## config.mk

```make
export PLATFORM = sky130hd
export DESIGN_NAME = six_voice_tone_noise_envelope_synth_core
export DESIGN_NICKNAME = d
export VERILOG_FILES = /design/src/rtl/core/svtn_pkg.sv /design/src/rtl/core/svtn_div.sv /design/src/rtl/core/six_voice_tone_noise_envelope_synth_core.sv
export SDC_FILE = /design/constraint.sdc
export NUM_CORES = 2
export LEC_CHECK = 0
export BUFFER_PORTS_ARGS = -buffer_cell sky130_fd_sc_hd__clkbuf_2
export CAP_MARGIN = 20
export CORE_UTILIZATION = 45
export CTS_CLUSTER_DIAMETER = 100
export DETAILED_ROUTE_END_ITERATION = 10
export HOLD_SLACK_MARGIN = 0.06
export PLACE_DENSITY = 0.61
export SKIP_CTS_REPAIR_TIMING = 1
export SLEW_MARGIN = 20
export SYNTH_ARGS = -nofsm -noshare
export SYNTH_HDL_FRONTEND = slang
export SYNTH_HIERARCHICAL = 1
export SYNTH_SLANG_ARGS = --single-unit
```

## constraint.sdc

```tcl
create_clock -name clk -period 17.1 [get_ports clk]
set_clock_uncertainty 0.05 [all_clocks]
set_input_delay 3.42 -clock clk [delete_from_list [all_inputs] [get_ports clk]]
set_output_delay 3.42 -clock clk [all_outputs]
set_load 0.02 [all_outputs]
```

## src/rtl/core/svtn_pkg.sv

```systemverilog
// ---------------------------------------------------------------------------
// svtn_pkg
// Shared types, register map and envelope shape logic for the six-voice
// tone/noise/envelope synthesiser core.
// ---------------------------------------------------------------------------
`default_nettype none

package svtn_pkg;

  localparam int PHASE_BITS_DEF     = 24;
  localparam int SAMPLE_RATE_HZ_DEF = 22050;

  // voice frequency base (Hz) before octave shift
  localparam int FREQ_BASE = 31250;
  localparam int FREQ_BASE_W = 15;
  localparam int OCT_SHIFT_MAX_W = 7;

  // fixed noise rates (Hz)
  localparam longint NOISE_HZ0 = 62500;
  localparam longint NOISE_HZ1 = 31250;
  localparam longint NOISE_HZ2 = 15624;

  // divide by six: floor(x * RECIP6 >> RECIP6_SH), exact for x < 2^21
  localparam int RECIP6_W  = 20;
  localparam logic [RECIP6_W-1:0] RECIP6 = 20'd699051;
  localparam int RECIP6_SH = 22;

  // request opcodes
  localparam logic [1:0] OP_SEL  = 2'd0;
  localparam logic [1:0] OP_WR   = 2'd1;
  localparam logic [1:0] OP_TICK = 2'd2;
  localparam logic [1:0] OP_RSVD = 2'd3;

  // register map
  localparam logic [4:0] REG_AMP_LAST  = 5'h05;
  localparam logic [4:0] REG_FREQ0     = 5'h08;
  localparam logic [4:0] REG_FREQ_LAST = 5'h0D;
  localparam logic [4:0] REG_OCT0      = 5'h10;
  localparam logic [4:0] REG_OCT_LAST  = 5'h12;
  localparam logic [4:0] REG_TONE_EN   = 5'h14;
  localparam logic [4:0] REG_NOISE_EN  = 5'h15;
  localparam logic [4:0] REG_NRATE     = 5'h16;
  localparam logic [4:0] REG_ENV0      = 5'h18;
  localparam logic [4:0] REG_ENV1      = 5'h19;
  localparam logic [4:0] REG_MIX       = 5'h1C;

  // envelope control bits
  localparam int ECTL_REV = 0;
  localparam int ECTL_B3  = 4;
  localparam int ECTL_EXT = 5;
  localparam int ECTL_EN  = 6;

  // noise rate select: follow the group's first voice
  localparam logic [1:0] NSEL_VOICE = 2'd3;

  typedef struct packed {
    logic busy;
    logic done;
  } div_stat_t;

  typedef struct packed {
    logic [5:0] pos;
    logic [9:0] lev;
  } env_upd_t;

  function automatic logic [3:0] env_shape(input logic [2:0] mode, input logic [5:0] p);
    logic [3:0] lo;
    logic [3:0] res;
    lo = p[3:0];
    case (mode)
      3'd0: res = 4'd0;
      3'd1: res = 4'd15;
      3'd2: res = (p < 6'd16) ? 4'd15 - lo : 4'd0;
      3'd3: res = 4'd15 - lo;
      3'd4: res = p[5] ? 4'd0 : (p[4] ? 4'd15 - lo : lo);
      3'd5: res = p[4] ? 4'd15 - lo : lo;
      3'd6: res = (p < 6'd16) ? lo : 4'd0;
      default: res = lo;
    endcase
    return res;
  endfunction

  function automatic env_upd_t env_advance(input logic [6:0] ctl, input logic [5:0] pos);
    env_upd_t   u;
    logic [5:0] np;
    logic [3:0] shp;
    logic [3:0] msk;
    logic [3:0] rv;
    np  = (pos == 6'd63) ? 6'd32 : pos + 6'd1;
    shp = env_shape(ctl[3:1], np);
    msk = ctl[ECTL_B3] ? 4'd14 : 4'd15;
    rv  = ctl[ECTL_REV] ? 4'd15 - shp : shp;
    if (!ctl[ECTL_EN]) begin
      u.pos = pos;
      u.lev = {5'd16, 5'd16};
    end else begin
      u.pos = np;
      u.lev = {1'b0, rv & msk, 1'b0, shp & msk};
    end
    return u;
  endfunction

endpackage

`default_nettype wire

```

## src/rtl/core/svtn_div.sv

```systemverilog
// ---------------------------------------------------------------------------
// svtn_div
// Restoring divider, one quotient bit per cycle; keeps the low Q_W bits.
// ---------------------------------------------------------------------------
`default_nettype none

module svtn_div #(
  parameter int NUM_W = 46,
  parameter int DEN_W = 24,
  parameter int Q_W   = 24
) (
  input  wire logic             clk,
  input  wire logic             rst_n,
  input  wire logic             start,
  input  wire logic [NUM_W-1:0] num,
  input  wire logic [DEN_W-1:0] den,
  output svtn_pkg::div_stat_t   stat,
  output logic      [Q_W-1:0]   quot
);

  localparam int CNT_W = $clog2(NUM_W + 1);

  logic [CNT_W-1:0] cnt_r;
  logic             done_r;
  logic [NUM_W-1:0] nsh_r;
  logic [DEN_W-1:0] den_r;
  logic [DEN_W-1:0] rem_r;
  logic [Q_W-1:0]   q_r;
  logic [DEN_W:0]   trial;
  logic             fits;

  assign trial = {rem_r, nsh_r[NUM_W-1]};
  assign fits  = (trial >= {1'b0, den_r});

  always_ff @(posedge clk) begin
    if (!rst_n) begin
      cnt_r  <= '0;
      done_r <= 1'b0;
    end else begin
      done_r <= 1'b0;
      if (start) begin
        cnt_r <= CNT_W'(NUM_W);
      end else if (cnt_r != '0) begin
        cnt_r <= cnt_r - CNT_W'(1);
        if (cnt_r == CNT_W'(1)) begin
          done_r <= 1'b1;
        end
      end
    end
  end

  always_ff @(posedge clk) begin
    if (start) begin
      nsh_r <= num;
      den_r <= den;
      rem_r <= '0;
      q_r   <= '0;
    end else if (cnt_r != '0) begin
      nsh_r <= {nsh_r[NUM_W-2:0], 1'b0};
      rem_r <= fits ? DEN_W'(trial - {1'b0, den_r}) : trial[DEN_W-1:0];
      q_r   <= {q_r[Q_W-2:0], fits};
    end
  end

  assign stat.busy = (cnt_r != '0);
  assign stat.done = done_r;
  assign quot      = q_r;

endmodule

`default_nettype wire

```

## src/rtl/core/six_voice_tone_noise_envelope_synth_core.sv

```systemverilog
// ---------------------------------------------------------------------------
// six_voice_tone_noise_envelope_synth_core
// Six square-wave voices, two XNOR noise registers and two envelope units,
// programmed by address/data requests; each tick request yields one stereo
// sample.
// ---------------------------------------------------------------------------
//
//  channel | ports                                  | direction
//  --------+----------------------------------------+-----------
//  in      | in_valid, in_stall, in_opcode, in_value | sink
//  out     | out_valid, out_stall, out_left_sample, | source
//          | out_right_sample                       |
//
//  Address and data requests are taken in the idle state. In a tick with the
//  mix enabled, each voice's phase increment comes from the one shared
//  serial divider (NUM_W = 22 + PHASE_BITS), one quotient bit per cycle; a
//  tick with the mix off does not use the divider.
//  in_stall is high while a tick is being worked; a finished sample sits in
//  the output register and the core waits there only if it is still full.
//  Reset is synchronous, active low, and clears all programmed state.
//
`default_nettype none

module six_voice_tone_noise_envelope_synth_core #(
  parameter int PHASE_BITS     = svtn_pkg::PHASE_BITS_DEF,
  parameter int SAMPLE_RATE_HZ = svtn_pkg::SAMPLE_RATE_HZ_DEF
) (
  input  wire logic              clk,
  input  wire logic              rst_n,
  input  wire logic              in_valid,
  output logic                   in_stall,
  input  wire logic [1:0]        in_opcode,
  input  wire logic [7:0]        in_value,
  output logic                   out_valid,
  input  wire logic              out_stall,
  output logic signed [15:0]     out_left_sample,
  output logic signed [15:0]     out_right_sample
);

  localparam int PB    = PHASE_BITS;
  localparam int NUM_W = svtn_pkg::FREQ_BASE_W + svtn_pkg::OCT_SHIFT_MAX_W + PB;
  localparam int DEN_W = 9 + $clog2(SAMPLE_RATE_HZ + 1);
  localparam int SUM_W = 21;
  localparam int PRD_W = SUM_W + svtn_pkg::RECIP6_W;

  // fixed noise increments, worked out at elaboration
  localparam logic [63:0] NINC0 = (svtn_pkg::NOISE_HZ0 << PB) / SAMPLE_RATE_HZ;
  localparam logic [63:0] NINC1 = (svtn_pkg::NOISE_HZ1 << PB) / SAMPLE_RATE_HZ;
  localparam logic [63:0] NINC2 = (svtn_pkg::NOISE_HZ2 << PB) / SAMPLE_RATE_HZ;

  typedef enum logic [6:0] {
    S_IDLE  = 7'b0000001,
    S_DIVW  = 7'b0000010,
    S_VSTEP = 7'b0000100,
    S_VACC  = 7'b0001000,
    S_NOISE = 7'b0010000,
    S_MUL   = 7'b0100000,
    S_FIN   = 7'b1000000
  } state_t;

  state_t state_r, state_nxt;

  // programmed state
  logic [4:0]    sel_reg_r;
  logic [7:0]    amp_r   [6];
  logic [7:0]    freq_r  [6];
  logic [2:0]    oct_r   [6];
  logic [11:0]   en_r;
  logic [3:0]    nrate_r;
  logic [6:0]    ectl_r  [2];
  logic [5:0]    epos_r  [2];
  logic [9:0]    elev_r  [2];
  logic          mix_r;
  logic [PB-1:0] vph_r   [6];
  logic [PB-1:0] nph_r   [2];
  logic          nlast_r [2];
  logic [15:0]   nsh_r   [2];

  // tick working state
  logic [2:0]              ch_r;
  logic [PB-1:0]           inc_r;
  logic [PB-1:0]           inc0_r;
  logic [PB-1:0]           inc3_r;
  logic                    lvl_r;
  logic signed [SUM_W-1:0] suml_r;
  logic signed [SUM_W-1:0] sumr_r;
  logic [PRD_W-1:0]        prodl_r;
  logic [PRD_W-1:0]        prodr_r;
  logic                    negl_r;
  logic                    negr_r;
  logic                    out_valid_r;
  logic signed [15:0]      outl_r;
  logic signed [15:0]      outr_r;

  logic in_acc;
  logic out_free;
  assign in_stall = (state_r != S_IDLE);
  assign in_acc   = in_valid && !in_stall;
  assign out_free = !out_valid_r || !out_stall;

  // divider operands for the voice about to be started
  logic                div_start;
  logic [2:0]          ch_sel;
  logic [NUM_W-1:0]    div_num;
  logic [DEN_W-1:0]    div_den;
  svtn_pkg::div_stat_t div_st;
  logic [PB-1:0]       div_q;

  assign div_start = (in_acc && in_opcode == svtn_pkg::OP_TICK && mix_r) ||
                     (state_r == S_VACC && ch_r != 3'd5);
  assign ch_sel  = (state_r == S_IDLE) ? 3'd0 : ch_r + 3'd1;
  assign div_num = (NUM_W'(svtn_pkg::FREQ_BASE) << oct_r[ch_sel]) << PB;
  assign div_den = DEN_W'(10'd511 - {2'b00, freq_r[ch_sel]}) * DEN_W'(SAMPLE_RATE_HZ);

  svtn_div #(
    .NUM_W (NUM_W),
    .DEN_W (DEN_W),
    .Q_W   (PB)
  ) u_div (
    .clk   (clk),
    .rst_n (rst_n),
    .start (div_start),
    .num   (div_num),
    .den   (div_den),
    .stat  (div_st),
    .quot  (div_q)
  );

  // envelope steps: external clock on address select, internal during tick
  svtn_pkg::env_upd_t eupd0, eupd1;
  assign eupd0 = svtn_pkg::env_advance(ectl_r[0], epos_r[0]);
  assign eupd1 = svtn_pkg::env_advance(ectl_r[1], epos_r[1]);

  // voice contribution: amp nibble * level * 4095 / 16
  logic          grp;
  logic [9:0]    lev;
  logic [8:0]    pl, pr;
  logic [16:0]   tl, tr;
  logic          nz_on, tn_on;
  assign grp   = (ch_r >= 3'd3);
  assign lev   = elev_r[grp];
  assign pl    = 9'(amp_r[ch_r][3:0] * lev[4:0]);
  assign pr    = 9'(amp_r[ch_r][7:4] * lev[9:5]);
  assign tl    = 17'(((21'(pl) << 12) - 21'(pl)) >> 4);
  assign tr    = 17'(((21'(pr) << 12) - 21'(pr)) >> 4);
  assign nz_on = en_r[6 + ch_r] && nsh_r[grp][0];
  assign tn_on = en_r[ch_r] && lvl_r;

  // final scaling: |sum| / 6 with sign restored and clipped
  logic [SUM_W-1:0]  absl, absr;
  logic [17:0]       ql, qr;
  logic signed [18:0] sl, sr;
  assign absl = suml_r[SUM_W-1] ? SUM_W'(-suml_r) : SUM_W'(suml_r);
  assign absr = sumr_r[SUM_W-1] ? SUM_W'(-sumr_r) : SUM_W'(sumr_r);
  assign ql   = prodl_r[svtn_pkg::RECIP6_SH +: 18];
  assign qr   = prodr_r[svtn_pkg::RECIP6_SH +: 18];
  assign sl   = negl_r ? -$signed({1'b0, ql}) : $signed({1'b0, ql});
  assign sr   = negr_r ? -$signed({1'b0, qr}) : $signed({1'b0, qr});

  function automatic logic signed [15:0] sat16(input logic signed [18:0] x);
    if (x > 19'sd32767) begin
      return 16'sh7FFF;
    end else if (x < -19'sd32768) begin
      return 16'sh8000;
    end
    return x[15:0];
  endfunction

  always_comb begin
    state_nxt = state_r;
    case (state_r)
      S_IDLE: begin
        if (in_acc && in_opcode == svtn_pkg::OP_TICK) begin
          state_nxt = mix_r ? S_DIVW : S_MUL;
        end
      end
      S_DIVW:  if (div_st.done) state_nxt = S_VSTEP;
      S_VSTEP: state_nxt = S_VACC;
      S_VACC:  state_nxt = (ch_r == 3'd5) ? S_NOISE : S_DIVW;
      S_NOISE: state_nxt = S_MUL;
      S_MUL:   state_nxt = S_FIN;
      S_FIN:   if (out_free) state_nxt = S_IDLE;
      default: state_nxt = S_IDLE;
    endcase
  end

  always_ff @(posedge clk) begin
    if (!rst_n) begin
      state_r     <= S_IDLE;
      sel_reg_r   <= '0;
      en_r        <= '0;
      nrate_r     <= '0;
      mix_r       <= 1'b0;
      ch_r        <= '0;
      out_valid_r <= 1'b0;
      for (int i = 0; i < 6; i++) begin
        amp_r[i]  <= '0;
        freq_r[i] <= '0;
        oct_r[i]  <= '0;
        vph_r[i]  <= '0;
      end
      for (int g = 0; g < 2; g++) begin
        ectl_r[g]  <= '0;
        epos_r[g]  <= '0;
        elev_r[g]  <= '0;
        nph_r[g]   <= '0;
        nlast_r[g] <= 1'b0;
        nsh_r[g]   <= '0;
      end
    end else begin
      state_r <= state_nxt;
      // new sample loads as the old one leaves; otherwise drop on accept
      if (state_r == S_FIN && out_free) begin
        out_valid_r <= 1'b1;
      end else if (!out_stall) begin
        out_valid_r <= 1'b0;
      end

      case (state_r)
        S_IDLE: begin
          if (in_acc) begin
            case (in_opcode)
              svtn_pkg::OP_SEL: begin
                sel_reg_r <= in_value[4:0];
                if (in_value[4:0] == svtn_pkg::REG_ENV0 ||
                    in_value[4:0] == svtn_pkg::REG_ENV1) begin
                  if (ectl_r[0][svtn_pkg::ECTL_EXT]) begin
                    epos_r[0] <= eupd0.pos;
                    elev_r[0] <= eupd0.lev;
                  end
                  if (ectl_r[1][svtn_pkg::ECTL_EXT]) begin
                    epos_r[1] <= eupd1.pos;
                    elev_r[1] <= eupd1.lev;
                  end
                end
              end
              svtn_pkg::OP_WR: begin
                if (sel_reg_r <= svtn_pkg::REG_AMP_LAST) begin
                  amp_r[sel_reg_r[2:0]] <= in_value;
                end else if (sel_reg_r >= svtn_pkg::REG_FREQ0 &&
                             sel_reg_r <= svtn_pkg::REG_FREQ_LAST) begin
                  freq_r[sel_reg_r[2:0]] <= in_value;
                end else if (sel_reg_r >= svtn_pkg::REG_OCT0 &&
                             sel_reg_r <= svtn_pkg::REG_OCT_LAST) begin
                  oct_r[{sel_reg_r[1:0], 1'b0}] <= in_value[2:0];
                  oct_r[{sel_reg_r[1:0], 1'b1}] <= in_value[6:4];
                end else if (sel_reg_r == svtn_pkg::REG_TONE_EN) begin
                  en_r[5:0] <= in_value[5:0];
                end else if (sel_reg_r == svtn_pkg::REG_NOISE_EN) begin
                  en_r[11:6] <= in_value[5:0];
                end else if (sel_reg_r == svtn_pkg::REG_NRATE) begin
                  nrate_r <= {in_value[5:4], in_value[1:0]};
                end else if (sel_reg_r == svtn_pkg::REG_ENV0 ||
                             sel_reg_r == svtn_pkg::REG_ENV1) begin
                  ectl_r[sel_reg_r[0]] <= {in_value[7], in_value[5:0]};
                  epos_r[sel_reg_r[0]] <= '0;
                end else if (sel_reg_r == svtn_pkg::REG_MIX) begin
                  mix_r <= in_value[0];
                  if (in_value[1]) begin
                    for (int i = 0; i < 6; i++) vph_r[i] <= '0;
                  end
                end
              end
              svtn_pkg::OP_TICK: begin
                ch_r   <= '0;
                suml_r <= '0;
                sumr_r <= '0;
              end
              default: ;
            endcase
          end
        end
        S_DIVW: begin
          if (div_st.done) inc_r <= div_q;
        end
        S_VSTEP: begin
          // level sampled before the phase advances
          lvl_r       <= ~vph_r[ch_r][PB-1];
          vph_r[ch_r] <= vph_r[ch_r] + inc_r;
          if (ch_r == 3'd0) inc0_r <= inc_r;
          if (ch_r == 3'd3) inc3_r <= inc_r;
          if (ch_r == 3'd1 && !ectl_r[0][svtn_pkg::ECTL_EXT]) begin
            epos_r[0] <= eupd0.pos;
            elev_r[0] <= eupd0.lev;
          end
          if (ch_r == 3'd4 && !ectl_r[1][svtn_pkg::ECTL_EXT]) begin
            epos_r[1] <= eupd1.pos;
            elev_r[1] <= eupd1.lev;
          end
        end
        S_VACC: begin
          suml_r <= suml_r - (nz_on ? SUM_W'(tl >> 1) : SUM_W'(0))
                           + (tn_on ? SUM_W'(tl) : SUM_W'(0));
          sumr_r <= sumr_r - (nz_on ? SUM_W'(tr >> 1) : SUM_W'(0))
                           + (tn_on ? SUM_W'(tr) : SUM_W'(0));
          if (ch_r != 3'd5) ch_r <= ch_r + 3'd1;
        end
        S_NOISE: begin
          for (int g = 0; g < 2; g++) begin
            logic          ff;
            logic [1:0]    nsel;
            logic [PB-1:0] ni;
            ff   = ~nph_r[g][PB-1];
            nsel = nrate_r[2*g +: 2];
            case (nsel)
              2'd0:                 ni = NINC0[PB-1:0];
              2'd1:                 ni = NINC1[PB-1:0];
              2'd2:                 ni = NINC2[PB-1:0];
              svtn_pkg::NSEL_VOICE: ni = (g == 0) ? inc0_r : inc3_r;
              default:              ni = NINC0[PB-1:0];
            endcase
            if (ff && !nlast_r[g]) begin
              nsh_r[g] <= {nsh_r[g][14:0], (nsh_r[g][14] == nsh_r[g][6])};
            end
            nlast_r[g] <= ff;
            nph_r[g]   <= nph_r[g] + ni;
          end
        end
        S_MUL: begin
          prodl_r <= PRD_W'(absl) * PRD_W'(svtn_pkg::RECIP6);
          prodr_r <= PRD_W'(absr) * PRD_W'(svtn_pkg::RECIP6);
          negl_r  <= suml_r[SUM_W-1];
          negr_r  <= sumr_r[SUM_W-1];
        end
        S_FIN: begin
          if (out_free) begin
            outl_r <= sat16(sl);
            outr_r <= sat16(sr);
          end
        end
        default: ;
      endcase
    end
  end

  assign out_valid        = out_valid_r;
  assign out_left_sample  = outl_r;
  assign out_right_sample = outr_r;

  // divider completion only while a voice is waiting on it
  a_div_done_in_wait: assert property (@(posedge clk) disable iff (!rst_n)
    div_st.done |-> state_r == S_DIVW)
    else $error("divider finished outside the wait state");

  // a new sample appears only out of the final state
  a_out_from_fin: assert property (@(posedge clk) disable iff (!rst_n)
    $rose(out_valid_r) |-> $past(state_r == S_FIN))
    else $error("output raised outside the final state");

  // voice index stays within the six voices during a tick
  a_ch_range: assert property (@(posedge clk) disable iff (!rst_n)
    (state_r != S_IDLE) |-> ch_r <= 3'd5)
    else $error("voice index out of range");

  // divider not started while still busy
  a_div_idle_start: assert property (@(posedge clk) disable iff (!rst_n)
    div_start |-> !div_st.busy)
    else $error("divider restarted while busy");

endmodule

`default_nettype wire

```

Yosys cells after proc, flatten, opt, wreduce, memory -nomap -nowiden. Memory sizes are Yosys's and may differ from the RTL's. A register that Yosys moved wholly into a read port is not among the register bits. Cells that the tools add are included.

Bits in registers: 362. Output and inout bits: 34. Memories kept: 10. Input port bits: 14. RAM bits: 386.

Memories: vph_r (depth 6, bits a word 24, read ports 1, clocked after Yosys merged registers in 1, write ports 6, RTL line six_voice_tone_noise_envelope_synth_core.sv:74) `logic [PB-1:0] vph_r [6];`; amp_r (depth 6, bits a word 8, read ports 1, clocked after Yosys merged registers in 1, write ports 6, RTL line six_voice_tone_noise_envelope_synth_core.sv:65) `logic [7:0] amp_r [6];`; freq_r (depth 6, bits a word 8, read ports 1, clocked after Yosys merged registers in 0, write ports 6, RTL line six_voice_tone_noise_envelope_synth_core.sv:66) `logic [7:0] freq_r [6];`; nph_r (depth 2, bits a word 24, read ports 2, clocked after Yosys merged registers in 0, write ports 2, RTL line six_voice_tone_noise_envelope_synth_core.sv:75) `logic [PB-1:0] nph_r [2];`; nsh_r (depth 2, bits a word 16, read ports 3, clocked after Yosys merged registers in 0, write ports 2, RTL line six_voice_tone_noise_envelope_synth_core.sv:77) `logic [15:0] nsh_r [2];`; elev_r (depth 2, bits a word 10, read ports 1, clocked after Yosys merged registers in 0, write ports 2, RTL line six_voice_tone_noise_envelope_synth_core.sv:72) `logic [9:0] elev_r [2];`; +4 memories.

$lt $le $gt $ge: 15. Bitwise gates (word level): 36. $mul: 5. Reduce and logical (&&, ||, !) cells: 56. Equal/unequal tests: 53. Muxes and demuxes: 204. Add/subtract/negate cells: 24. Shifts and indexed selects: 1.

Operators with widths (number): 2-to-1 mux 24 bit (14); 2-to-1 mux 16 bit (12); one-hot mux 24 bit (4 select lines) (2); 2-to-1 mux 1 bit (112); 2-to-1 mux 46 bit (2); 2-to-1 mux 21 bit (4); one-hot mux 21 bit (2 select lines) (2); multiplier 21 x 20 -> 40 bit, second input constant (2); adder 24 bit (3); 2-to-1 mux 6 bit (10); one-hot mux 4 bit (7 select lines) (2); one-hot mux 7 bit (7 select lines) (1); 2-to-1 mux 3 bit (15); adder 21 x 17 -> 21 bit (2); negation 21 bit (2); subtractor 21 x 16 -> 21 bit (2); subtractor 21 x 9 -> 21 bit (2); == test 5 bit, second input constant (8); 2-to-1 mux 10 bit (4); 2-to-1 mux 4 bit (10); greater-than comparator 19 x 16 -> 1 bit, second input constant (2); less-than comparator 19 x 16 -> 1 bit, second input constant (2); 2-to-1 mux 19 bit (2); negation 18 -> 19 bit (2); other kinds (69) (175).

Logic depth before layout (Yosys ltp).
Depth in word-level cells: 16. Gate-level depth with buffers: 36.

Modules after synthesis. The synthesis kept the hierarchy.

Modules (own cells, without submodules): six_voice_tone_noise_envelope_synth_core (cells an instance 4810, times used 1, area each 53133.5 µm², sequential area each 20209.4 µm²); svtn_div (cells an instance 568, times used 1, area each 6184.7 µm², sequential area each 3203.1 µm²).

Least setup slack after synthesis. No wires, ideal clock.

Path kind: register to register. Start point: reg with a tool-made name. End point: reg sumr_r[20] (data pin). Data required time: 16.784 ns. Data arrival time: 8.085 ns. Setup slack: 8.699 ns. Setup time: 0.266 ns. Stages on the path, launching flop included: 32. Cell sequence: dfxtp_1 > buf_6 > buf_1 > buf_1 > mux4_2 > mux2i_1 > or2_2 > fa_1 > fa_1 > inv_1 > fa_1 > or3_1 > or4_4 > or2_1 > or2_1 > buf_4 > nor2_8 > or3_1 > and2_1 > nor2_1 > fa_1 > inv_1 > ha_1 > a21o_1 > a21oi_1 > nor2b_1 > nor3_1 > o31ai_1 > o41ai_1 > o31ai_1 > xnor2_1 > nor2_1.

RTL lines: end signal, assigned (RTL line six_voice_tone_noise_envelope_synth_core.sv:294) `sumr_r <= sumr_r - (nz_on ? SUM_W'(tr >> 1) : SUM_W'(0))`; end, declared (RTL line six_voice_tone_noise_envelope_synth_core.sv:86) `logic signed [SUM_W-1:0] sumr_r;`.

Worst setup path after layout.
Start point: reg ch_r[2]. End point: reg sumr_r[20] (data pin).

Longest elaborated chain between the ends: 8.

Ends and longest elaborated chain: start, declared (RTL line six_voice_tone_noise_envelope_synth_core.sv:80) `logic [2:0] ch_r;`; start signal, assigned (RTL line six_voice_tone_noise_envelope_synth_core.sv:296) `if (ch_r != 3'd5) ch_r <= ch_r + 3'd1;`; >= comparator 3 x 2 -> 1 bit or adder 3 x 3 -> 4 bit (tied branches) (RTL line six_voice_tone_noise_envelope_synth_core.sv:140, six_voice_tone_noise_envelope_synth_core.sv:146); memory read (2 x 10 bit) or binary-select mux 1 bit (select 4 bit) (tied branches); multiplier 4 x 5 -> 9 bit or 2-to-1 mux 1 bit (tied branches) (RTL line six_voice_tone_noise_envelope_synth_core.sv:143, six_voice_tone_noise_envelope_synth_core.sv:146); subtractor 21 x 9 -> 21 bit or logical AND 1 bit (tied branches) (RTL line six_voice_tone_noise_envelope_synth_core.sv:145, six_voice_tone_noise_envelope_synth_core.sv:146); 2-to-1 mux 16 bit (RTL line six_voice_tone_noise_envelope_synth_core.sv:294); subtractor 21 x 16 -> 21 bit (RTL line six_voice_tone_noise_envelope_synth_core.sv:294); adder 21 x 17 -> 21 bit (*) (RTL line six_voice_tone_noise_envelope_synth_core.sv:295) `+ (tn_on ? SUM_W'(tr) : SUM_W'(0));`; one-hot mux 21 bit (2 select lines) (*) (RTL line six_voice_tone_noise_envelope_synth_core.sv:219) `case (state_r)`.

Mark *: on every way between the ends. The rest lies on a longest branch, timed or not. The select of a mux whose other input is x is not followed. A chain may end at the register's enable or synchronous reset.

==> out/results.tsv <==
metric	value	unit
placer congestion estimate	0.898	
average cell area after synthesis	11.0	um^2
count of pins over their slew limit	0	
crit path time final	9.12	ns
share of layout cells above drive strength 1	8.93	%
Slew headroom	23.7	%
routing usage on met2	33.9	%
most used cell, CP	fa_1	
Clk pin slew, worst setup/hold paths	0.06	ns
leading cell type by number of instances after synthesis	inv_1	
setup total negative slack	0	ns
count of nets after finishing	6514	
power density over cell area	205	nW/um^2
CP Capture Type	flop	
# port buffers	47	
Clock Latency Late Sink	0.71	ns
number of synthesized flops with an enable pin	711	
die area	133000	um^2
post-synth top area share	36.0	%
reg2reg path depth	29	
outcome	complete, no violations	
vias per cell	5.23	
Syn-to-layout area delta	9.49	%
Mapped Cells	5378	
Leak	28.2	nW
final setup fails	0	
clk root buf	clkbuf_16	
first-pass GRT wire length	207	mm
Cell Area, Synth	59300	um^2
met1 Usage GRT	26.0	%
Critical Path Start	ch_r[2]$_SDFFE_PN0P_	
worst slew pin tran	1.14	ns
busiest layer in global routing	met2	
antenna-violating nets left	0	
Chip Height	365	um
#FFs+latches synth	814	
post-layout util	49.9	%
Crit-path slowest cell	a211oi_4	
hold slack	0.391	ns
most frequent cells after synthesis	inv_1, edfxtp_1, ha_1	
DRT Pass-1 Iters	5	
clock sink count	814	
Initial DRC Count	2348	
Startpoint Class	flop	
Hold Fails Final Rpt	0	
Post-DP HPWL	94.9	mm
RSZ-0062 raised after global routing	false	
IO Pins	48	
initial antenna violation count	3	
Seq/Total Area, Yosys	39.5	%
DR WL/cell	17.4	um
Bufs on Longest Clock Path	3	
Yosys top cell by area	edfxtp_1	
peak supply drop	347	uV
Placed Instances	7152	
max-cap violations	0	
Site Rows	132	
vias in the first global route	38800	
gr usage total	19.6	%
drc violations	0	
r2r setup slk	7.98	ns
Tcrit/Tclk final	53.3	%
initial core utilization	45.6	%
crit path max fanout	10	
final wirelength	127	mm
Critical path destination	sumr_r[20]$_SDFFCE_PN0P_	
R2R Path End	sumr_r[20]$_SDFFCE_PN0P_	
GRT overflow	0	
Synth area leaders	edfxtp_1, ha_1, fa_1	
cts bufs inserted	90	
WP data arrival	9.48	ns
Critical R2R Launch	ch_r[2]$_SDFFE_PN0P_	
FMAX	110	MHz
CP peak stage delay	0.71	ns
final non-filler cell total	7320	
Worst Path Required	17.46	ns
CP Class	reg2reg	
CTS tree	yes	
ys async rst share	0	%
met3 Usage GRT	2.59	%
Synth cell types	99	
Synth Warn #	6	
CTS H-tree depth	3	
DR vias	38300	
leading register cell type out of synthesis	edfxtp_1	
Min-Delay Path Class	reg2reg	
Die W	365	um
core area	130000	um^2
largest net degree at the start of global routing	62	
[final cells by class]
type | count | area (um^2)
clock inverters | 45 | 512
repair buffers | 121 | 791
multi-input cells | 3722 | 32800
diodes | 1 | 2.50
well taps | 1742 | 2180
clock buffers | 122 | 2420
flip-flops and latches | 814 | 23400
fillers | 11800 | 65200
inverters | 753 | 2830
[worst min-delay path by stage]
stage                                start                  end  slack (ns)  cells after the start
2_1_floorplan  u_div/quot[23]$_SDFFE_PP0N_  inc_r[23]$_DFFE_PP_        0.36                      0
3_3_place_gp   u_div/quot[23]$_SDFFE_PP0N_  inc_r[23]$_DFFE_PP_        0.37                      0
3_5_place_dp   u_div/quot[23]$_SDFFE_PP0N_  inc_r[23]$_DFFE_PP_        0.37                      0
4_1_cts        u_div/quot[23]$_SDFFE_PP0N_  inc_r[23]$_DFFE_PP_        0.39                      0
5_1_grt        u_div/quot[23]$_SDFFE_PP0N_  inc_r[23]$_DFFE_PP_        0.42                      0
6_report       u_div/quot[23]$_SDFFE_PP0N_  inc_r[23]$_DFFE_PP_        0.39                      0
[report_power, final]
part | internal, W | switching [W] | leakage, nW | total, W
sequential | 0.00274 | 0.0000921 | 7.86 | 0.00283
combinational | 0.00373 | 0.00481 | 19.0 | 0.00855
clock | 0.00107 | 0.000842 | 1.38 | 0.00191
total | 0.00754 | 0.00575 | 28.2 | 0.0133
[through the flow]
| stage | area (um^2) | worst slack [ns] | power, W |
|---|---|---|---|
| floorplan | 59600 | 8.70 | 0.00946 |
| global placement | 62000 | 7.88 | 0.0114 |
| detailed placement | 62000 | 7.75 | 0.0115 |
| CTS | 64900 | 7.71 | 0.0135 |
| global route | 64900 | 7.33 | 0.0148 |
| finish | 64900 | 7.98 | 0.0133 |
[layer usage]
metal	share of wire [%]	vias to the layer above	wire length [um]
met1	45	18800	57700
met4	1.8	4	2350
met5	0.020	-	26
met2	49	588	62500
li1	-	18800	-
met3	3.7	149	4750
[state kept, by name, indices dropped and copies added, names as in the netlist, 14 cells and up, named ones only]
signal	cells
amp_r	64
ectl_r	14
elev_r	18
freq_r	64
inc0_r	24
inc3_r	24
inc_r	24
nph_r	48
nsh_r	30
oct_r	24
out_left_sample	16
out_right_sample	16
prodl_r	18
prodr_r	18
suml_r	21
sumr_r	21
u_div/den_r	24
u_div/nsh_r	46
u_div/quot	24
u_div/rem_r	24
vph_r	192
[cell families after synthesis]
logic type	count (synthesis)	share of synthesized area (%)
adders and majority gates	998	25.6
buffers and inverters	905	5.82
other	1	0.00632
DFF	814	39.5
AOI/OAI and AO/OA	770	8.72
xor gates and xnor gates	242	3.57
and+or+nand+nor	1437	11.5
muxes	211	5.40
[worst max-delay path: cells and delay by family, from the launching register on]
kind                     cells  cell delay [ns]
multiplexers                 1             0.28
AND/OR/NAND/NOR             12             2.93
AO/OA/AOI/OAI                6             2.01
flip-flops                   1             0.54
buffers and inverters        3             0.30
adder cells (fa/ha/maj)      6             2.54
XOR/XNOR                     1             0.17
[layout by cell type, fill, tap and decap left out, types with 19 or more instances in the layout]
master	count
inv_1	750
edfxtp_1	711
ha_1	642
nor2_1	555
fa_1	356
nand2_1	301
a21oi_1	203
xnor2_1	160
o21ai_0	138
and2_1	129
dfxtp_1	100
clkbuf_16	90
nor3_1	86
a21o_1	82
xor2_1	81
mux4_2	79
buf_4	74
mux2_2	73
conb_1	64
nand3_1	59
mux2i_1	58
nand2b_1	55
nor2b_1	51
o21a_1	47
clkbuf_2	47
and3_1	39
or3_1	39
a211oi_1	39
or2_2	32
a31oi_1	29
clkbuf_1	27
o21bai_1	24
a21boi_0	20
nand4_1	19
Power figures use the tool's default switching activity.
